## src/rtl/sfc_pkg.sv

```systemverilog
package sfc_pkg;

  localparam int FRAME_BYTES = 50;

  localparam logic [15:0] CRC_START = 16'hFFFF;
  localparam logic [15:0] CRC_POLY = 16'h8408;
  localparam logic [7:0] HEADER_RESET = 8'h5A;

  localparam logic [7:0] POS_MAX = 8'hFF;
  localparam logic [7:0] LAST_POS = 8'(FRAME_BYTES - 1);
  localparam logic [7:0] CRC_END_POS = 8'(FRAME_BYTES - 2);

  localparam int QUEUE_DEPTH = 4;
  localparam int QUEUE_AW = $clog2(QUEUE_DEPTH);
  localparam logic [QUEUE_AW:0] QUEUE_FULL = (QUEUE_AW + 1)'(QUEUE_DEPTH);

  localparam int CFG_AW = 1;
  localparam int CFG_DW = 8;
  localparam logic [CFG_AW-1:0] REG_CRC_ENABLE = 1'b0;
  localparam logic [CFG_AW-1:0] REG_HEADER = 1'b1;

  typedef enum logic [1:0] {
    STATUS_ACCEPTED  = 2'd0,
    STATUS_BAD_LEN   = 2'd1,
    STATUS_BAD_HDR   = 2'd2,
    STATUS_CRC_ERROR = 2'd3
  } status_t;

  // Frame summary handed from the byte front end to the status back end
  typedef struct packed {
    logic len_bad;
    logic hdr_bad;
    logic crc_bad;
  } verdict_t;

  function automatic logic [15:0] crc_update(input logic [15:0] crc, input logic [7:0] data);
    logic [15:0] c;
    c = crc ^ {8'h00, data};
    for (int i = 0; i < 8; i++) begin
      if (c[0]) begin
        c = (c >> 1) ^ CRC_POLY;
      end else begin
        c = c >> 1;
      end
    end
    return c;
  endfunction

endpackage

```

## src/rtl/sfc_if.sv

```systemverilog


interface sfc_result_if import sfc_pkg::*; ();
  logic        valid;
  logic        ready;
  status_t     frame_status;
  logic [31:0] received_count;
  logic [31:0] invalid_count;
  logic [31:0] crc_error_count;

  modport source (output valid, output frame_status, output received_count,
                  output invalid_count, output crc_error_count, input ready);
  modport sink (input valid, input frame_status, input received_count,
                input invalid_count, input crc_error_count, output ready);
endinterface

```

## src/rtl/sfc_back.sv

```systemverilog
module sfc_back import sfc_pkg::*; (
  input  logic        clk,
  input  logic        rst,
  input  logic        crc_check_enable,
  input  logic        q_not_empty,
  input  verdict_t    q_head,
  output logic        q_pop,
  sfc_result_if.source out_res
);

  logic        out_valid;
  status_t     frame_status;
  status_t     status_next;
  logic [31:0] accepted_total;
  logic [31:0] bad_header_total;
  logic [31:0] crc_fail_total;

  assign q_pop = q_not_empty && (!out_valid || out_res.ready);

  always_comb begin
    if (q_head.len_bad) begin
      status_next = STATUS_BAD_LEN;
    end else if (q_head.hdr_bad) begin
      status_next = STATUS_BAD_HDR;
    end else if (crc_check_enable && q_head.crc_bad) begin
      status_next = STATUS_CRC_ERROR;
    end else begin
      status_next = STATUS_ACCEPTED;
    end
  end

  always_ff @(posedge clk) begin
    if (rst) begin
      out_valid        <= 1'b0;
      frame_status     <= STATUS_ACCEPTED;
      accepted_total   <= 32'd0;
      bad_header_total <= 32'd0;
      crc_fail_total   <= 32'd0;
    end else if (q_pop) begin
      out_valid    <= 1'b1;
      frame_status <= status_next;
      case (status_next)
        STATUS_ACCEPTED:  accepted_total <= accepted_total + 32'd1;
        STATUS_BAD_HDR:   bad_header_total <= bad_header_total + 32'd1;
        STATUS_CRC_ERROR: crc_fail_total <= crc_fail_total + 32'd1;
        default:          ;
      endcase
    end else if (out_res.ready) begin
      out_valid <= 1'b0;
    end
  end

  // counts change only when a new result is loaded, so they hold under stall
  assign out_res.valid           = out_valid;
  assign out_res.frame_status    = frame_status;
  assign out_res.received_count  = accepted_total;
  assign out_res.invalid_count   = bad_header_total;
  assign out_res.crc_error_count = crc_fail_total;

`ifndef SYNTHESIS
  a_counts_idle: assert property (@(posedge clk) disable iff (rst)
    !q_pop |=> $stable(accepted_total) && $stable(bad_header_total) && $stable(crc_fail_total))
    else $error("counter moved without a frame");

  a_bad_len_no_count: assert property (@(posedge clk) disable iff (rst)
    q_pop && q_head.len_bad
      |=> $stable(accepted_total) && $stable(bad_header_total) && $stable(crc_fail_total))
    else $error("wrong-length frame changed a counter");

  a_accept_counts: assert property (@(posedge clk) disable iff (rst)
    q_pop && !q_head.len_bad && !q_head.hdr_bad && !q_head.crc_bad
      |=> frame_status == STATUS_ACCEPTED && accepted_total == $past(accepted_total) + 32'd1)
    else $error("clean frame not counted as accepted");

  a_hdr_first: assert property (@(posedge clk) disable iff (rst)
    q_pop && !q_head.len_bad && q_head.hdr_bad |=> frame_status == STATUS_BAD_HDR)
    else $error("header check not given priority");
`endif

endmodule

```

## src/flat_wrapper.sv

```systemverilog
// flat-port wrapper written by rule: the top's interface ports become plain ports
module sfc_back_flat import sfc_pkg::*;
  (clk, rst, crc_check_enable, q_not_empty, q_head, q_pop, out_res_valid, out_res_frame_status, out_res_received_count, out_res_invalid_count, out_res_crc_error_count, out_res_ready);
  sfc_result_if out_res_i ();
  input  logic clk;
  input  logic rst;
  input  logic crc_check_enable;
  input  logic q_not_empty;
  input  verdict_t q_head;
  output logic q_pop;
  output wire logic [$bits(out_res_i.valid)-1:0] out_res_valid;
  output wire logic [$bits(out_res_i.frame_status)-1:0] out_res_frame_status;
  output wire logic [$bits(out_res_i.received_count)-1:0] out_res_received_count;
  output wire logic [$bits(out_res_i.invalid_count)-1:0] out_res_invalid_count;
  output wire logic [$bits(out_res_i.crc_error_count)-1:0] out_res_crc_error_count;
  input wire logic [$bits(out_res_i.ready)-1:0] out_res_ready;
  assign out_res_valid = out_res_i.valid;
  assign out_res_frame_status = out_res_i.frame_status;
  assign out_res_received_count = out_res_i.received_count;
  assign out_res_invalid_count = out_res_i.invalid_count;
  assign out_res_crc_error_count = out_res_i.crc_error_count;
  assign out_res_i.ready = out_res_ready;
  sfc_back u_core (.clk(clk), .rst(rst), .crc_check_enable(crc_check_enable), .q_not_empty(q_not_empty), .q_head(q_head), .q_pop(q_pop), .out_res(out_res_i));
endmodule
```

## config.mk

```make
export PLATFORM = sky130hd
export DESIGN_NAME = sfc_back_flat
export DESIGN_NICKNAME = d
export VERILOG_FILES = /design/src/rtl/sfc_pkg.sv /design/src/rtl/sfc_if.sv /design/src/rtl/sfc_back.sv /design/src/flat_wrapper.sv
export SDC_FILE = /design/constraint.sdc
export NUM_CORES = 1
export LEC_CHECK = 0
export ABC_AREA = 1
export BUFFER_PORTS_ARGS = -buffer_cell sky130_fd_sc_hd__buf_2
export CAP_MARGIN = 40
export CORE_MARGIN = 5
export CORE_UTILIZATION = 50
export CTS_CLUSTER_DIAMETER = 40
export DETAILED_ROUTE_END_ITERATION = 8
export PLACE_DENSITY = 0.87
export SETUP_SLACK_MARGIN = 0.1
export SLEW_MARGIN = 10
export SYNTH_ARGS = -nofsm -noshare
export SYNTH_HDL_FRONTEND = slang
export SYNTH_SLANG_ARGS = --single-unit
```

## constraint.sdc

```tcl
create_clock -name clk -period 1.5 [get_ports clk]
set_clock_uncertainty 0.2 [all_clocks]
set_input_delay 0.075 -clock clk [delete_from_list [all_inputs] [get_ports clk]]
set_output_delay 0.075 -clock clk [all_outputs]
set_load 0.02 [all_outputs]
```

==> results.toml <==
[floorplan]
die_area_mm2 = 0.0134
initial_utilization_pct = 51.3
rows = 38
die_width_um = 116
coreArea_mm2 = 0.0109
num_io_pins = 108
die_height_um = 116

[logic_synthesis]
yosys_warnings = 0
synth_fp_nets = 892
syn_avg_cell_area_um2 = 6.33
yosysSeqAreaShare_pct = 35.5
synth_area_mm2 = 0.00558
synthCells = 881
ys_types = 39
synth.ff_latch_count = 99

[worst_setup_path]
critical_path_arrival_ps = 2480
cp_slowest_cell = "o21ai_0"
path_buf_inv = 1
crit_path_start = "u_core.out_res.received_count[1]"
cp.required_ps = 1640
crit_type = "register to register"
startpoint_type = "register"
r2r_start = "u_core.out_res.received_count[1]"
worst_setup_path_end_kind = "register"
path_cells = "ha_4, buf_6, nand3_4, nor2_4, nand2_4, o21ai_0, nand2_1, nor2_1"
path_delay_family = "compound AO/OA/AOI/OAI gates"
slowest_delay_ps = 710
path_max_fanout = 3

[placed_design]
portBuffers = 107
place_hpwl_um = 12100
dpl_cell_area_mm2 = 0.00742
gp_congestion = 0.940
place_worst_setup_slack_ps = -98.8

[sta]
setup_viol = 80
worst-slew-pin-transition_ps = 888
period_minus_slack_ps = 2340
fin_crit_sh_pct = 156
maxSlewHeadroom_pct = 40.1
hold_viol_final = 2
setup_ws_ps = -838
fmax_ghz = 0.428
slew_viol_final = 0
worst_hold_slack_ps = -39.8
rsz0062_at_grt = "true"

[drt]
via_per_inst = 5.93
wl_per_cell_um = 19.7
drc = 0
drt_iter0_markers = 931
num_vias = 7494
firstDrtPassIters = 6
ant_nets = 0
wl_um = 24900

[global_routing]
grt_use_total_pct = 28.1
grt_max_degree = 35
grt_overflow = 0
first_global_vias = 6398
grt_pass1_wl_um = 30200
grt_antenna_before_repair = 1

[min_path]
hold_class = "primary input to register"
worstHoldStart = "q_not_empty"

[clock_network]
cts.htree.levels = 3
cts.hold.buffers_added = 4
ctsLongestPathBuffers = 2
cts_root_buf = "clkbuf_8"
cts_made_buffers = 9
cts_sinks = 99
path_clk_slew_ps = 110
insertion_delay_ps = 430
cts_tree = "yes"

[final_layout]
fill_cells = 600
final_cell_mix = "187 x nand2_1, 128 x nor2_1, 102 x buf_2"
nets = 1129
final_cell_area_mm2 = 0.00885
area_growth_pct = 58.6
drive_gt1_share_pct = 49.2
final_common_cell = "nand2_1"

[power_and_ir_drop]
finalPower_uw = 4730
power.leakage_uw = 0.00377
power_density_mw_per_mm2 = 534
vdd_drop_max_uv = 829

[run_status]
violations = "hold timing, setup timing"
status = "finished, violations left"

[flow_run]
maxCapViolCount = 0
## cell usage after synthesis, drive strengths merged
cell / number / area [um2]
dfxtp: 99 / 1980
a31oi: 2 / 12.5
xor2: 4 / 35.0
nand3: 76 / 413
nand2: 235 / 910
xnor2: 5 / 43.8
and2: 1 / 6.26
o21bai: 3 / 26.3
a211oi: 1 / 7.51
a21oi: 46 / 230
o21a: 1 / 7.51
nor2: 206 / 928
clkinv: 1 / 3.75
nand4: 23 / 150
nor3b: 5 / 37.5
inv: 109 / 414
o21ai: 25 / 125
clkbuf: 7 / 26.3
nand3b: 3 / 22.5
nor3: 17 / 90.1
and3: 1 / 6.26
ha: 3 / 37.5
buf: 8 / 65.1
## final timing paths
check / slack, ps / cells past startpoint / to
worst max-delay path: -840 / 8 / u_core.out_res.received_count[10]
worst min register to register: 270 / 1 / u_core.out_res.received_count[13]
worst min-delay path: -40 / 4 / u_core.out_res.valid
worst max register to register: -840 / 8 / u_core.out_res.received_count[10]
## power by group
part           switching (uW)  internal [uW]  leakage (uW)
clock network            1040            685     0.0000864
registers                16.8           2570      0.000850
logic                     244            170       0.00283
## metrics by stage
stage               std cells  TNS, ps  util, %
floorplan                 881     -731        -
global placement         1201     -684     68.2
detailed placement       1201    -2200     68.2
CTS                      1235    -2340     74.4
global route             1263   -16500     81.3
finish                   1263   -11860     81.3
## kinds of logic (layout without fill, tap and decap cells)
logic type	after synthesis	in the layout	share of synthesized area, %
AOI/OAI and AO/OA	78	78	7.33
xor gates and xnor gates	9	9	1.41
adders and majority gates	3	3	0.673
buffers and inverters	125	365	9.13
DFF	99	99	35.5
other	0	1	0
and+or+nand+nor	567	568	45.9
## layer usage
layer | track usage, % | wire, um | vias up
met5 | 0 | 0 | -
met4 | 13.8 | 2000 | 0
met3 | 5.01 | 2820 | 218
met2 | 47.6 | 11300 | 646
met1 | 34.4 | 8780 | 3357
li1 | - | - | 3273
## cell type report
type	instances	area, um2	area share (%)
inverter	110	435	4.92
clock inverter	3	12.5	0.141
antenna	1	2.50	0.0283
timing repair buffer	240	1770	20.0
clock buffer	12	156	1.77
tap	140	175	1.98
multi-input combinational	658	4110	46.5
sequential	99	2180	24.7
## state kept, by name (all words and copies together) (netlist names)
signal and count:
u_core.out_res.crc_error_count 32, u_core.out_res.frame_status 2, u_core.out_res.invalid_count 32, u_core.out_res.received_count 32
u_core.out_res.valid 1
## what timing repair did
action                     4_1_cts  5_1_grt
setup buffers                   15       29
hold endpoints to repair        68        1
resized for setup               93      154
cloned                           0        1
pin swaps                       43       59
setup endpoints to repair       93       99
## tightest hold or removal path, stage by stage
cell and delay, ps:
buf_2 150, nand2_8 130, buf_4 130, a21oi_1 50
Note: power is estimated with default switching activity, not from simulation.
